--- config.mk ---
export PLATFORM = sky130hd
export DESIGN_NAME = three_level_ready_queue_scheduler
export DESIGN_NICKNAME = d
export VERILOG_FILES = /design/src/hw/rtl/tlrqs_pkg.sv /design/src/hw/rtl/tlrqs_ctrl.sv /design/src/hw/rtl/tlrqs_datapath.sv /design/src/hw/rtl/three_level_ready_queue_scheduler.sv
export SDC_FILE = /design/constraint.sdc
export NUM_CORES = 1
export LEC_CHECK = 0
export BUFFER_PORTS_ARGS = -buffer_cell sky130_fd_sc_hd__buf_2
export CAP_MARGIN = 10
export CORE_MARGIN = 2
export CORE_UTILIZATION = 35
export DETAILED_ROUTE_END_ITERATION = 8
export PLACE_DENSITY = 0.59
export SLEW_MARGIN = 30
export SYNTH_ARGS = -nofsm -noshare
export SYNTH_HDL_FRONTEND = slang
export SYNTH_HIERARCHICAL = 1
export SYNTH_SLANG_ARGS = --single-unit
--- constraint.sdc ---
create_clock -name clock -period 6.7 [get_ports clock]
set_input_delay 0.335 -clock clock [delete_from_list [all_inputs] [get_ports clock]]
set_output_delay 0.335 -clock clock [all_outputs]
set_load 0.02 [all_outputs]
--- src/hw/rtl/tlrqs_pkg.sv ---
`default_nettype none
// ----------------------------------------------------------------------------
// tlrqs_pkg: shared types and constants of the three level ready queue
// scheduler.
// Holds the operation, status and level codes, the slot word layout and the
// command group that the controller sends to the datapath.
// ----------------------------------------------------------------------------
package tlrqs_pkg;

   // Default number of thread slots in the table.
   localparam int THREAD_SLOTS_DEFAULT = 16;

   // Field widths.
   localparam int MODE_W     = 2;
   localparam int THREAD_W   = 8;
   localparam int PRIO_W     = 8;
   localparam int BURST_W    = 20;
   localparam int STATUS_W   = 2;
   localparam int LEVEL_W    = 2;
   localparam int CSR_IDX_W  = 8;
   localparam int CSR_DATA_W = 8;

   // Threshold reset values.
   localparam logic [PRIO_W-1:0] TOP_THRESH_RESET = 8'd100;
   localparam logic [PRIO_W-1:0] MID_THRESH_RESET = 8'd50;

   // Register indexes of the configuration port.
   localparam logic [CSR_IDX_W-1:0] CSR_TOP_THRESH = 8'd0;
   localparam logic [CSR_IDX_W-1:0] CSR_MID_THRESH = 8'd1;

   // Operation codes.
   localparam logic [MODE_W-1:0] MODE_INSERT = 2'd0;
   localparam logic [MODE_W-1:0] MODE_PICK   = 2'd1;
   localparam logic [MODE_W-1:0] MODE_REPRIO = 2'd2;

   // Status codes.
   localparam logic [STATUS_W-1:0] STATUS_OK        = 2'd0;
   localparam logic [STATUS_W-1:0] STATUS_FULL      = 2'd1;
   localparam logic [STATUS_W-1:0] STATUS_EMPTY     = 2'd2;
   localparam logic [STATUS_W-1:0] STATUS_NOT_FOUND = 2'd3;

   // Level codes.
   localparam logic [LEVEL_W-1:0] LEVEL_NONE  = 2'd0;
   localparam logic [LEVEL_W-1:0] LEVEL_ONE   = 2'd1;
   localparam logic [LEVEL_W-1:0] LEVEL_TWO   = 2'd2;
   localparam logic [LEVEL_W-1:0] LEVEL_THREE = 2'd3;

   // One slot of the thread table memory.
   typedef struct packed {
      logic [LEVEL_W-1:0]  level;
      logic [THREAD_W-1:0] thread;
      logic [PRIO_W-1:0]   prio;
      logic [BURST_W-1:0]  burst;
   } slot_word_type;

   // Commands from the controller to the datapath.
   typedef struct packed {
      logic capture;   // latch the request and clear the scan candidates
      logic read;      // read the slot at the scan index
      logic eval;      // compare the slot read last cycle
      logic commit;    // apply the operation and load the result
   } tlrqs_cmd_type;

endpackage : tlrqs_pkg
`default_nettype wire

--- src/hw/rtl/tlrqs_ctrl.sv ---
`default_nettype none
// ----------------------------------------------------------------------------
// tlrqs_ctrl: sequencer of the ready queue scheduler.
// Accepts a command, walks the slot table, a read then a compare per slot,
// for pick and reprioritize, then commits and strobes the result.
// ----------------------------------------------------------------------------
module tlrqs_ctrl
   import tlrqs_pkg::*;
#(
   parameter int THREAD_SLOTS = THREAD_SLOTS_DEFAULT,
   localparam int IDX_W = $clog2(THREAD_SLOTS)
) (
   input  wire logic              clock,
   input  wire logic              reset,
   input  wire logic              start,
   input  wire logic [MODE_W-1:0] req_mode,
   output logic                   busy,
   output logic                   rsp_valid,
   output tlrqs_cmd_type          cmd,
   output logic [IDX_W-1:0]       scan_idx
);

   localparam logic [IDX_W-1:0] LAST_IDX = IDX_W'(THREAD_SLOTS - 1);

   typedef enum logic [3:0] {
      ST_IDLE   = 4'b0001,
      ST_READ   = 4'b0010,
      ST_EVAL   = 4'b0100,
      ST_COMMIT = 4'b1000
   } state_type;

   state_type        state_ff, state_in;
   logic [IDX_W-1:0] idx_ff, idx_in;
   logic             rsp_valid_ff, rsp_valid_in;

   // Next state, scan index and commands.
   always_comb begin
      state_in = state_ff;
      idx_in   = idx_ff;
      cmd      = '0;
      case (state_ff)
         ST_IDLE: begin
            if (start) begin
               cmd.capture = 1'b1;
               idx_in      = '0;
               if (req_mode == MODE_PICK || req_mode == MODE_REPRIO) begin
                  state_in = ST_READ;
               end else begin
                  state_in = ST_COMMIT;
               end
            end
         end
         ST_READ: begin
            cmd.read = 1'b1;
            state_in = ST_EVAL;
         end
         ST_EVAL: begin
            cmd.eval = 1'b1;
            if (idx_ff == LAST_IDX) begin
               state_in = ST_COMMIT;
            end else begin
               idx_in   = idx_ff + 1'b1;
               state_in = ST_READ;
            end
         end
         ST_COMMIT: begin
            cmd.commit = 1'b1;
            state_in   = ST_IDLE;
         end
         default: begin
            state_in = ST_IDLE;
         end
      endcase
   end

   // The result strobe follows the commit cycle.
   assign rsp_valid_in = (state_ff == ST_COMMIT);

   always_ff @(posedge clock) begin
      if (reset) begin
         state_ff     <= ST_IDLE;
         idx_ff       <= '0;
         rsp_valid_ff <= 1'b0;
      end else begin
         state_ff     <= state_in;
         idx_ff       <= idx_in;
         rsp_valid_ff <= rsp_valid_in;
      end
   end

   assign busy      = (state_ff != ST_IDLE);
   assign rsp_valid = rsp_valid_ff;
   assign scan_idx  = idx_ff;

   // A scanning command goes straight into the table walk.
   a_scan_start: assert property (@(posedge clock) disable iff (reset)
      (start && !busy && (req_mode == MODE_PICK || req_mode == MODE_REPRIO))
      |=> state_ff == ST_READ)
      else $error("scan command did not start the table walk");

   // The commit lasts one cycle and is followed by exactly one strobe.
   a_commit_strobe: assert property (@(posedge clock) disable iff (reset)
      state_ff == ST_COMMIT |=> rsp_valid && state_ff == ST_IDLE)
      else $error("commit not followed by a result strobe");

   // A strobe is only ever produced by a commit.
   a_strobe_src: assert property (@(posedge clock) disable iff (reset)
      rsp_valid |-> $past(state_ff == ST_COMMIT))
      else $error("result strobe without a commit");

   // Strobes never come back to back.
   a_strobe_single: assert property (@(posedge clock) disable iff (reset)
      rsp_valid |=> !rsp_valid)
      else $error("two result strobes in a row");

endmodule : tlrqs_ctrl
`default_nettype wire

--- src/hw/rtl/tlrqs_datapath.sv ---
`default_nettype none
// ----------------------------------------------------------------------------
// tlrqs_datapath: slot table and selection logic of the scheduler.
// Holds the thresholds, the slot memory, valid bits and the arrival order
// matrix, tracks the best candidate per level during a scan and applies the
// operation on commit.
// ----------------------------------------------------------------------------
module tlrqs_datapath
   import tlrqs_pkg::*;
#(
   parameter int THREAD_SLOTS = THREAD_SLOTS_DEFAULT,
   localparam int IDX_W = $clog2(THREAD_SLOTS)
) (
   input  wire logic                  clock,
   input  wire logic                  reset,
   input  wire tlrqs_cmd_type         cmd,
   input  wire logic [IDX_W-1:0]      scan_idx,
   input  wire logic [MODE_W-1:0]     req_mode,
   input  wire logic [THREAD_W-1:0]   req_thread_id,
   input  wire logic [PRIO_W-1:0]     req_thread_priority,
   input  wire logic [BURST_W-1:0]    req_remaining_burst,
   input  wire logic                  csr_valid,
   input  wire logic [CSR_IDX_W-1:0]  csr_index,
   input  wire logic [CSR_DATA_W-1:0] csr_wdata,
   output logic [STATUS_W-1:0]        rsp_status,
   output logic [THREAD_W-1:0]        rsp_picked_id,
   output logic [LEVEL_W-1:0]         rsp_picked_level
);

   // Thresholds.
   logic [PRIO_W-1:0] top_thresh_ff, mid_thresh_ff;

   // Latched request.
   logic [MODE_W-1:0]   mode_ff;
   logic [THREAD_W-1:0] tid_ff;
   logic [PRIO_W-1:0]   prio_ff;
   logic [BURST_W-1:0]  burst_ff;

   // Slot table.
   slot_word_type              mem [THREAD_SLOTS];
   slot_word_type              rd_data_ff;
   logic [THREAD_SLOTS-1:0]    valid_ff;
   logic [THREAD_SLOTS-1:0]    older_ff [THREAD_SLOTS];

   // Per level scan candidates, entry 0 is level one.
   logic          cand_found_ff [3];
   logic [IDX_W-1:0] cand_idx_ff [3];
   slot_word_type cand_word_ff  [3];

   // Reprioritize lookup result.
   logic          match_found_ff;
   logic [IDX_W-1:0] match_idx_ff;
   slot_word_type match_word_ff;

   // Result payload.
   logic [STATUS_W-1:0] status_ff, status_in;
   logic [THREAD_W-1:0] pid_ff, pid_in;
   logic [LEVEL_W-1:0]  plev_ff, plev_in;

   // Commit side effects.
   logic          mem_we;
   logic [IDX_W-1:0] mem_waddr;
   slot_word_type mem_wdata;
   logic          set_valid, clr_valid;
   logic [IDX_W-1:0] valid_idx;
   logic          young_en;
   logic [IDX_W-1:0] young_idx;

   // Scan evaluation signals.
   logic [1:0]    sel;
   logic          lvl_ok;
   slot_word_type best_word;
   logic [IDX_W-1:0] best_idx;
   logic          best_found;
   logic          older_bit;
   logic          better;
   logic          take;
   logic          hit;

   // Insert helpers.
   logic          free_found;
   logic [IDX_W-1:0] free_idx;
   logic [LEVEL_W-1:0] ins_level;

   // Pick choice.
   logic [1:0]    pick_sel;
   logic          pick_found;
   slot_word_type new_word;
   logic          promote;

   // Configuration registers.
   always_ff @(posedge clock) begin
      if (reset) begin
         top_thresh_ff <= TOP_THRESH_RESET;
         mid_thresh_ff <= MID_THRESH_RESET;
      end else if (csr_valid) begin
         if (csr_index == CSR_TOP_THRESH) begin
            top_thresh_ff <= csr_wdata;
         end
         if (csr_index == CSR_MID_THRESH) begin
            mid_thresh_ff <= csr_wdata;
         end
      end
   end

   // Request latch.
   always_ff @(posedge clock) begin
      if (cmd.capture) begin
         mode_ff  <= req_mode;
         tid_ff   <= req_thread_id;
         prio_ff  <= req_thread_priority;
         burst_ff <= req_remaining_burst;
      end
   end

   // Candidate of the level of the slot that was just read.
   always_comb begin
      sel        = rd_data_ff.level - 2'd1;
      lvl_ok     = (rd_data_ff.level != LEVEL_NONE);
      best_word  = cand_word_ff[sel];
      best_idx   = cand_idx_ff[sel];
      best_found = cand_found_ff[sel] && lvl_ok;
      older_bit  = older_ff[scan_idx][best_idx];
      case (rd_data_ff.level)
         LEVEL_ONE: begin
            better = (rd_data_ff.burst < best_word.burst) ||
                     (rd_data_ff.burst == best_word.burst && older_bit);
         end
         LEVEL_TWO: begin
            better = (rd_data_ff.prio > best_word.prio) ||
                     (rd_data_ff.prio == best_word.prio && older_bit);
         end
         default: begin
            better = older_bit;
         end
      endcase
      take = cmd.eval && mode_ff == MODE_PICK && valid_ff[scan_idx] && lvl_ok &&
             (!best_found || better);
      hit  = cmd.eval && mode_ff == MODE_REPRIO && valid_ff[scan_idx] &&
             !match_found_ff && rd_data_ff.thread == tid_ff;
   end

   // Scan candidate registers.
   always_ff @(posedge clock) begin
      if (reset || cmd.capture) begin
         for (int l = 0; l < 3; l++) begin
            cand_found_ff[l] <= 1'b0;
         end
         match_found_ff <= 1'b0;
      end else begin
         if (take) begin
            cand_found_ff[sel] <= 1'b1;
         end
         if (hit) begin
            match_found_ff <= 1'b1;
         end
      end
   end

   always_ff @(posedge clock) begin
      if (take) begin
         cand_idx_ff[sel]  <= scan_idx;
         cand_word_ff[sel] <= rd_data_ff;
      end
      if (hit) begin
         match_idx_ff  <= scan_idx;
         match_word_ff <= rd_data_ff;
      end
   end

   // Lowest free slot.
   always_comb begin
      free_found = 1'b0;
      free_idx   = '0;
      for (int i = THREAD_SLOTS - 1; i >= 0; i--) begin
         if (!valid_ff[i]) begin
            free_found = 1'b1;
            free_idx   = IDX_W'(i);
         end
      end
   end

   // Level from priority against the two thresholds.
   always_comb begin
      if (prio_ff >= top_thresh_ff) begin
         ins_level = LEVEL_ONE;
      end else if (prio_ff >= mid_thresh_ff) begin
         ins_level = LEVEL_TWO;
      end else begin
         ins_level = LEVEL_THREE;
      end
   end

   // First non-empty level wins the pick.
   always_comb begin
      pick_found = 1'b1;
      if (cand_found_ff[0]) begin
         pick_sel = 2'd0;
      end else if (cand_found_ff[1]) begin
         pick_sel = 2'd1;
      end else begin
         pick_sel   = 2'd2;
         pick_found = cand_found_ff[2];
      end
   end

   // Updated word of a reprioritized thread.
   always_comb begin
      new_word      = match_word_ff;
      new_word.prio = prio_ff;
      promote       = 1'b0;
      if (match_word_ff.level == LEVEL_TWO && prio_ff >= top_thresh_ff) begin
         new_word.level = LEVEL_ONE;
         promote        = 1'b1;
      end else if (match_word_ff.level == LEVEL_THREE && prio_ff >= mid_thresh_ff) begin
         new_word.level = LEVEL_TWO;
         promote        = 1'b1;
      end
   end

   // Commit: table updates and result.
   always_comb begin
      mem_we    = 1'b0;
      mem_waddr = free_idx;
      mem_wdata = '{level: ins_level, thread: tid_ff, prio: prio_ff, burst: burst_ff};
      set_valid = 1'b0;
      clr_valid = 1'b0;
      valid_idx = free_idx;
      young_en  = 1'b0;
      young_idx = free_idx;
      status_in = STATUS_OK;
      pid_in    = '0;
      plev_in   = LEVEL_NONE;
      case (mode_ff)
         MODE_INSERT: begin
            if (free_found) begin
               mem_we    = cmd.commit;
               set_valid = cmd.commit;
               young_en  = cmd.commit;
               plev_in   = ins_level;
            end else begin
               status_in = STATUS_FULL;
            end
         end
         MODE_PICK: begin
            valid_idx = cand_idx_ff[pick_sel];
            if (pick_found) begin
               clr_valid = cmd.commit;
               pid_in    = cand_word_ff[pick_sel].thread;
               plev_in   = cand_word_ff[pick_sel].level;
            end else begin
               status_in = STATUS_EMPTY;
            end
         end
         MODE_REPRIO: begin
            mem_waddr = match_idx_ff;
            mem_wdata = new_word;
            young_idx = match_idx_ff;
            if (match_found_ff) begin
               mem_we   = cmd.commit;
               young_en = cmd.commit && promote;
               plev_in  = new_word.level;
            end else begin
               status_in = STATUS_NOT_FOUND;
            end
         end
         default: begin
            status_in = STATUS_OK;
         end
      endcase
   end

   // Slot memory with registered read.
   always_ff @(posedge clock) begin
      if (mem_we) begin
         mem[mem_waddr] <= mem_wdata;
      end
      if (cmd.read) begin
         rd_data_ff <= mem[scan_idx];
      end
   end

   // Valid bits.
   always_ff @(posedge clock) begin
      if (reset) begin
         valid_ff <= '0;
      end else if (set_valid) begin
         valid_ff[valid_idx] <= 1'b1;
      end else if (clr_valid) begin
         valid_ff[valid_idx] <= 1'b0;
      end
   end

   // Arrival order: bit j of row i means slot i arrived before slot j.
   always_ff @(posedge clock) begin
      if (reset) begin
         for (int i = 0; i < THREAD_SLOTS; i++) begin
            older_ff[i] <= '0;
         end
      end else if (young_en) begin
         for (int i = 0; i < THREAD_SLOTS; i++) begin
            if (IDX_W'(i) == young_idx) begin
               older_ff[i] <= '0;
            end else if (valid_ff[i]) begin
               older_ff[i][young_idx] <= 1'b1;
            end
         end
      end
   end

   // Result payload.
   always_ff @(posedge clock) begin
      if (cmd.commit) begin
         status_ff <= status_in;
         pid_ff    <= pid_in;
         plev_ff   <= plev_in;
      end
   end

   assign rsp_status       = status_ff;
   assign rsp_picked_id    = pid_ff;
   assign rsp_picked_level = plev_ff;

endmodule : tlrqs_datapath
`default_nettype wire

--- src/hw/rtl/three_level_ready_queue_scheduler.sv ---
`default_nettype none
// ----------------------------------------------------------------------------
// three_level_ready_queue_scheduler: three level ready queue of threads.
// Inserts threads by priority level, picks the next thread to run and
// reprioritizes threads, promoting them past a threshold, over a table of thread slots.
//
//   Channel   Ports                                   Handshake
//   request   req_mode/thread_id/thread_priority/     start & !busy
//             req_remaining_burst
//   response  rsp_status/picked_id/picked_level       rsp_valid, one cycle
//   config    csr_index, csr_wdata                    csr_valid & csr_ready
//
// Insert and the unused mode go from accept straight to the commit state.
// Pick and reprioritize first walk the slot memory, one slot per read
// state and compare state pair; no new request is taken while busy.
// The result beat comes in the cycle after the commit; busy is already low
// then. The receiver cannot stall. csr_ready is always high.
// Synchronous active high reset empties the table and restores thresholds.
// ----------------------------------------------------------------------------
module three_level_ready_queue_scheduler
   import tlrqs_pkg::*;
#(
   parameter int THREAD_SLOTS = THREAD_SLOTS_DEFAULT
) (
   input  wire logic                  clock,
   input  wire logic                  reset,
   input  wire logic                  start,
   output logic                       busy,
   input  wire logic [MODE_W-1:0]     req_mode,
   input  wire logic [THREAD_W-1:0]   req_thread_id,
   input  wire logic [PRIO_W-1:0]     req_thread_priority,
   input  wire logic [BURST_W-1:0]    req_remaining_burst,
   output logic                       rsp_valid,
   output logic [STATUS_W-1:0]        rsp_status,
   output logic [THREAD_W-1:0]        rsp_picked_id,
   output logic [LEVEL_W-1:0]         rsp_picked_level,
   input  wire logic                  csr_valid,
   output logic                       csr_ready,
   input  wire logic [CSR_IDX_W-1:0]  csr_index,
   input  wire logic [CSR_DATA_W-1:0] csr_wdata
);

   localparam int IDX_W = $clog2(THREAD_SLOTS);

   tlrqs_cmd_type    cmd;
   logic [IDX_W-1:0] scan_idx;

   // Register writes are always taken.
   assign csr_ready = 1'b1;

   // Sequencer.
   tlrqs_ctrl #(
      .THREAD_SLOTS (THREAD_SLOTS)
   ) u_ctrl (
      .clock     (clock),
      .reset     (reset),
      .start     (start),
      .req_mode  (req_mode),
      .busy      (busy),
      .rsp_valid (rsp_valid),
      .cmd       (cmd),
      .scan_idx  (scan_idx)
   );

   // Slot table and selection.
   tlrqs_datapath #(
      .THREAD_SLOTS (THREAD_SLOTS)
   ) u_datapath (
      .clock               (clock),
      .reset               (reset),
      .cmd                 (cmd),
      .scan_idx            (scan_idx),
      .req_mode            (req_mode),
      .req_thread_id       (req_thread_id),
      .req_thread_priority (req_thread_priority),
      .req_remaining_burst (req_remaining_burst),
      .csr_valid           (csr_valid),
      .csr_index           (csr_index),
      .csr_wdata           (csr_wdata),
      .rsp_status          (rsp_status),
      .rsp_picked_id       (rsp_picked_id),
      .rsp_picked_level    (rsp_picked_level)
   );

endmodule : three_level_ready_queue_scheduler
`default_nettype wire
Word level (Yosys, flattened, before mapping)

Memory sizes are Yosys's and may differ from the RTL's. A register that Yosys moved wholly into a read port is not among the register bits.
Index checks and enable logic that the tools add are counted.

Register bits: 126
Bits in latches: 0
Bits in writable memories: 993
ROM bits: 0
Bits of input ports: 58
Output and inout bits: 15
Logic and storage cells: 894
Memories: 5

Add/sub/neg operators: 2
Multiply operators: 0
Divide/modulo/power cells: 0
$lt $le $gt $ge: 10
Equal/unequal tests: 35
Shifts and indexed selects: 0
Mux-type cells: 515
Bitwise operators: 275
Reduce and logical (&&, ||, !) cells: 34

Memory list:

| memory                   | words | width | read ports | clocked after Yosys merged registers in | write ports | RTL line             | RTL |
|---|---|---|---|---|---|---|---|
| u_datapath.mem           | 16    | 38    | 1          | 1                                       | 1           | tlrqs_datapath.sv:40 | `slot_word_type mem [THREAD_SLOTS];` |
| u_datapath.older_ff      | 16    | 16    | 1          | 1                                       | 16          | tlrqs_datapath.sv:43 | `logic [THREAD_SLOTS-1:0] older_ff [THREAD_SLOTS];` |
| u_datapath.cand_word_ff  | 3     | 38    | 2          | 0                                       | 1           | tlrqs_datapath.sv:48 | `slot_word_type cand_word_ff [3];` |
| u_datapath.cand_idx_ff   | 3     | 4     | 2          | 0                                       | 1           | tlrqs_datapath.sv:47 | `logic [IDX_W-1:0] cand_idx_ff [3];` |
| u_datapath.cand_found_ff | 3     | 1     | 4          | 0                                       | 3           | tlrqs_datapath.sv:46 | `logic cand_found_ff [3];` |

Operator list:

| cell               | count |
|---|---|
| $mux 16            | 34 |
| $mux 1             | 433 |
| $or 1x1->1         | 272 |
| $mux 4             | 25 |
| $mux 38            | 1 |
| $eq 4x4->1 const A | 8 |
| $mux 2             | 11 |
| $eq 20x20->1       | 1 |
| $lt 20x20->1       | 1 |
| $lt 4x5->1 const B | 4 |
| $and 16x16->16     | 1 |
| $eq 3x4->1 const A | 4 |
| $eq 8x8->1         | 2 |
| $ge 8x8->1         | 2 |
| $logic_and 1x1->1  | 16 |
| $not 16->16        | 1 |
| $or 16x16->16      | 1 |
| $pmux 2 s3         | 2 |
| $pmux 4 s3         | 1 |
| $eq 2x2->1 const B | 5 |
| $bmux 1 s4         | 2 |
| $demux 1 s4        | 2 |
| $eq 2x4->1 const A | 2 |
| $eq 4x4->1 const B | 2 |
| 23 further kinds   | 38 |

Longest topological paths before layout

Word-level depth: 25
Gate-level depth with buffers: 19
Gate-level depth less buffers: 14

Cells and area by module

Netlist, hierarchy kept.

By module, submodules not included:

| module                            | instances | cells an instance | area an instance (um2) | seq. area each (um2) |
|---|---|---|---|---|
| tlrqs_datapath                    | 1         | 2,917             | 48,992.0               | 34,132.7 |
| tlrqs_ctrl                        | 1         | 53                | 479.2                  | 180.2 |
| three_level_ready_queue_scheduler | 1         | 2                 | 11.3                   | 0.0 |

Least setup slack after synthesis

OpenSTA, ideal clock, no wires.

Path type: reg2reg
From: reg u_datapath/rd_data_ff[36] (netlist name)
To: mem u_datapath/cand_idx_ff[0][0] (netlist bit), enable pin
Setup time: 0.456 ns
Data arrival time: 6.232 ns
Required time: 6.244 ns
Slack: 0.012 ns
Stages on the path, launching flop included: 20
Buffers on the path: 5
Clock period less this slack: 6.688 ns
Path through: edfxtp_1 buf_2 buf_1 buf_1 inv_1 ha_1 clkbuf_1 clkinv_1 clkbuf_1 nor2_1 a21oi_1 ha_1 nor2b_1 o21a_1 o21a_1 o21ai_0 o211ai_1 a31oi_1 a211oi_2 a21oi_1

Cells in the longest elaborated chain, start to end: 11
Elaborated cells between the ends (all ways): 25
Those cells by class: 1 x add/sub; 2 x order compare; 4 x eq/ne; 5 x mux; 10 x reduce/logical; 3 x memory

Ends and longest elaborated chain:

| what                                                                  | RTL line |
|---|---|
| parallel branches: the longest is 11 deep, another holds $mem_v2 3x38 | - |
| end: declaration                                                      | tlrqs_datapath.sv:47 |

Parallel ways; which one is timed is not known. The select of a mux whose other input is x is not followed.

Worst setup path in the final report

From: reg u_datapath/rd_data_ff[37] (netlist name)
To: mem u_datapath/cand_word_ff[2][32] (netlist bit), enable pin

Cells in the longest elaborated chain, start to end: 11
Elaborated cells between the ends (all ways): 25
Those cells by class: 1 x add/sub; 2 x order compare; 4 x eq/ne; 5 x mux; 10 x reduce/logical; 3 x memory

Ends and longest elaborated chain:

| what                                                                  | RTL line |
|---|---|
| parallel branches: the longest is 11 deep, another holds $mem_v2 3x38 | - |
| end: declaration                                                      | tlrqs_datapath.sv:48 |

Parallel ways; which one is timed is not known. The select of a mux whose other input is x is not followed.

==> flow_metrics.py <==
metrics = {
    "power": {
        "leakagePower_nw": 19.0,
        "max-vdd-ir-drop_uv": 228,
        "pwr-share-seq_pct": 53.0,
        "switchingPower_mw": 3.28,
        "pwr-share-clk_pct": 43.3,
        "power_per_cell_area_mw_per_mm2": 271,
        "p_sw_share_pct": 21.3,
        "power_frac_comb_pct": 3.7,
        "p_int_mw": 12.1,
    },
    "global_routing": {
        "antenna_found_initial": 5,
        "grt_usage_pct": 18.6,
        "first_global_vias": 28058,
        "grt_pass1_wl_mm": 198,
        "grt_max_degree": 85,
        "grt_overflow": 0,
    },
    "setup_path": {
        "path_depth": 15,
        "critPathMaxFanout": 37,
        "critPathMaxStageDelay_ps": 680,
        "critPathKind": "reg -> reg",
        "crit_family": "compound AO/OA/AOI/OAI gates",
        "crit_buf_inv": 4,
        "critPathLaunchType": "flop",
        "rr_worst_depth": 15,
        "worst-endpoint-arrival_ps": 5540,
        "cpMaxStageDelayCell": "a211oi_2",
        "end_kind": "flop",
        "required_ps": 7070,
        "path_cells": "inv_1 -> ha_1 -> clkinv_1 -> buf_4 -> nor2_1 -> a21oi_1 -> ha_1 -> a21o_1 -> a211o_1 -> a211oi_1 -> o21ai_0 -> and3_1 -> a211oi_2 -> a21oi_4 -> buf_4",
    },
    "timing": {
        "slew_viol_final": 0,
        "tightest_slew_ps": 1060,
        "timing.fmax_ghz": 0.193,
        "rsz0062_at_grt": "false",
        "skew_ps": 108,
        "timing.final.hold_violations": 0,
        "period_needed_ps": 5170,
        "slew_headroom_pct": 29.0,
        "setup-violations-final": 0,
        "min_period_over_period_pct": 77.2,
        "finalSetupTns_ps": 0,
    },
    "cts": {
        "numCtsBuffers": 117,
        "clkTransAtPathRegs_ps": 70,
        "cts.sinks": 1158,
        "htree_levels": 3,
        "clk_path_buf_depth": 3,
        "root_buffer": "clkbuf_16",
        "cts_hold_buf": 48,
        "cts_setup_buffers": 0,
        "worstSkewPairLatency_ps": 770,
        "cts_tree": "done",
        "ctsResizeCount": 0,
    },
    "drt": {
        "viasPerCell": 5.58,
        "wl_per_cell_um": 26.8,
        "final_antenna_net_count": 0,
        "drtIter0Drc": 3196,
        "post-route-drc-count": 0,
        "drt_wl_total_mm": 136,
        "num_vias": 28346,
        "dr.pass1.iters": 6,
    },
    "placed_design": {
        "dpl.hpwl_mm": 77.5,
        "place_congestion": 0.850,
        "placement.cell_area_mm2": 0.0523,
        "io_buffers": 71,
    },
    "logic_synthesis": {
        "syn_inst": 2972,
        "synth_area_per_cell_um2": 16.6,
        "synthArstFlopShare_pct": 0,
        "synth-edff-count": 1112,
        "syn-cell-area_mm2": 0.0495,
        "synth_cell_type_count": 76,
        "ys.flop_type": "edfxtp_1",
        "ys_seq_elements": 1158,
        "seq_area_frac_synth_pct": 69.3,
        "synth_warnings": 6,
    },
    "cells_and_area": {
        "multi_input_area_mm2": 0.0144,
        "fillers": 12656,
        "postLayoutCellArea_mm2": 0.0568,
        "drive_gt1_share_pct": 21.3,
        "final_util_pct": 40.6,
        "area_growth_syn_to_layout_pct": 14.8,
        "seq_area_mm2": 0.0343,
        "nets": 3212,
    },
    "floorplan": {
        "die-area_mm2": 0.144,
        "rows": 137,
        "core-area_mm2": 0.140,
        "die_height_um": 380,
        "initial_core_util_pct": 35.4,
        "ioPinCount": 73,
        "die_w_um": 380,
    },
    "worst_hold_path": {
        "hold_depth": 2,
        "hold_path_class": "in -> reg",
    },
    "flow_run": {
        "drv_cap": 0,
    },
    "run_status": {
        "outcome": "finished, final reports clean",
    },
}
sequential cells by signal (all words and copies together), names as in the netlist, 12 cells and up, named ones only:
register                  flops
u_datapath/burst_ff          20
u_datapath/cand_idx_ff       12
u_datapath/cand_word_ff     114
u_datapath/match_word_ff     30
u_datapath/mem              608
u_datapath/older_ff         256
u_datapath/rd_data_ff        38
through the flow:
| stage | hold slack [ps] | worst slack (ps) | power, mW | cells |
|---|---|---|---|---|
| after floorplan | 401 | 11.9 | 8.62 | 2987 |
| after global placement | 451 | 1640 | 8.84 | 4806 |
| after detailed placement | 446 | 1550 | 8.86 | 4812 |
| after CTS | 53.0 | 1540 | 15.5 | 5079 |
| after global routing | 111 | 1150 | 15.8 | 5080 |
| final | 133 | 1530 | 15.4 | 5082 |
cells by family (layout without fill, tap and decap cells):
logic type / count (synthesis) / in the layout / share of synthesized area [%]
xor+xnor: 9 / 9 / 0.159
buf+inv: 251 / 468 / 2.33
flops: 1158 / 1158 / 69.3
simple gates: 679 / 679 / 6.11
fa+ha+maj: 50 / 50 / 1.26
other cells: 2 / 19 / 0.0152
mux: 351 / 351 / 13.7
compound gates: 472 / 472 / 7.06
metal layers:
metal  up-vias  share of wire (%)  track usage, %
li1      11930                  -               -
met2      1203                 47            29.4
met5         -             0.0095               0
met1     14971                 42            26.1
met4         2                2.7            5.88
met3       240                8.2            3.60
cell usage in the layout (no fill, tap or decap), types with 7 or more instances in the layout:
cell type | Yosys | layout
o21ai_1 | 6 | 9
or3_1 | 10 | 10
dfxtp_1 | 46 | 42
clkinv_2 | 0 | 12
inv_1 | 32 | 31
nor2_4 | 0 | 17
ha_1 | 50 | 50
and3_1 | 7 | 7
a31oi_1 | 13 | 13
buf_4 | 18 | 81
bufinv_16 | 0 | 14
edfxtp_1 | 1112 | 1112
nand3_1 | 27 | 27
nor3_1 | 57 | 55
o21a_1 | 9 | 9
o21ai_0 | 31 | 27
o211ai_1 | 15 | 15
nand2_1 | 178 | 177
buf_2 | 79 | 72
mux4_2 | 261 | 261
nand2b_1 | 14 | 13
a21o_1 | 252 | 252
conb_1 | 2 | 17
mux2i_1 | 86 | 86
nor2_2 | 6 | 8
nor3_2 | 9 | 8
nor2b_1 | 18 | 18
a21oi_1 | 61 | 57
o21ai_2 | 16 | 9
o31ai_4 | 8 | 8
nor2_1 | 303 | 284
a211oi_1 | 7 | 7
o22ai_1 | 8 | 8
clkbuf_1 | 98 | 35
o21ai_4 | 0 | 8
dlygate4sd3_1 | 0 | 48
clkinv_1 | 2 | 26
clkbuf_16 | 0 | 118
nand4_1 | 16 | 16
final timing paths:
path / endpoint / slack (ps) / start
min: u_ctrl/state_ff[2]$_SDFFE_PP0P_ / 130 / reset
max reg2reg: u_datapath/cand_word_ff[2][32]$_DFFE_PP_ / 1530 / u_datapath/rd_data_ff[37]$_DFFE_PP_
max: u_datapath/cand_word_ff[2][32]$_DFFE_PP_ / 1530 / u_datapath/rd_data_ff[37]$_DFFE_PP_
min reg2reg: u_datapath/cand_word_ff[0][27]$_DFFE_PP_ / 440 / u_datapath/rd_data_ff[27]$_DFFE_PP_
power by group through the flow:
| stage | logic [mW] | registers [mW] | clock network, mW |
|---|---|---|---|
| global placement | 0.522 | 8.31 | 0 |
| floorplan | 0.332 | 8.28 | 0 |
| detailed placement | 0.541 | 8.32 | 0 |
| global route | 0.617 | 8.17 | 7.06 |
| finish | 0.563 | 8.16 | 6.66 |
| CTS | 0.564 | 8.16 | 6.80 |
cells in the mapped netlist (9+ instances only):
cell type  instances  area, µm²
edfxtp_1        1112      33400
nor2_1           303       1140
mux4_2           261       5880
a21o_1           252       1890
nand2_1          178        668
clkbuf_1          98        368
mux2i_1           86        861
buf_2             79        395
a21oi_1           61        305
nor3_1            57        285
ha_1              50        626
dfxtp_1           46        921
inv_1             32        120
o21ai_0           31        155
nand3_1           27        135
buf_4             18        135
nor2b_1           18        113
buf_1             16       60.1
nand4_1           16        100
o21ai_2           16        140
o211ai_1          15        113
nand2b_1          14       87.6
a31oi_1           13       81.3
or3_1             10       62.6
nor3_2             9       90.1
o21a_1             9       67.6
final cells by class:
class	instances	share of cell area [%]
Clock inverter	62	1.39
Tap cell	1876	4.13
Antenna cell	2	0.00881
Inverter	34	0.225
Clock buffer	157	5.53
Timing Repair Buffer	215	2.97
Sequential cell	1158	60.5
Multi-Input combinational cell	1578	25.3
(Power assumes the default switching activity.)
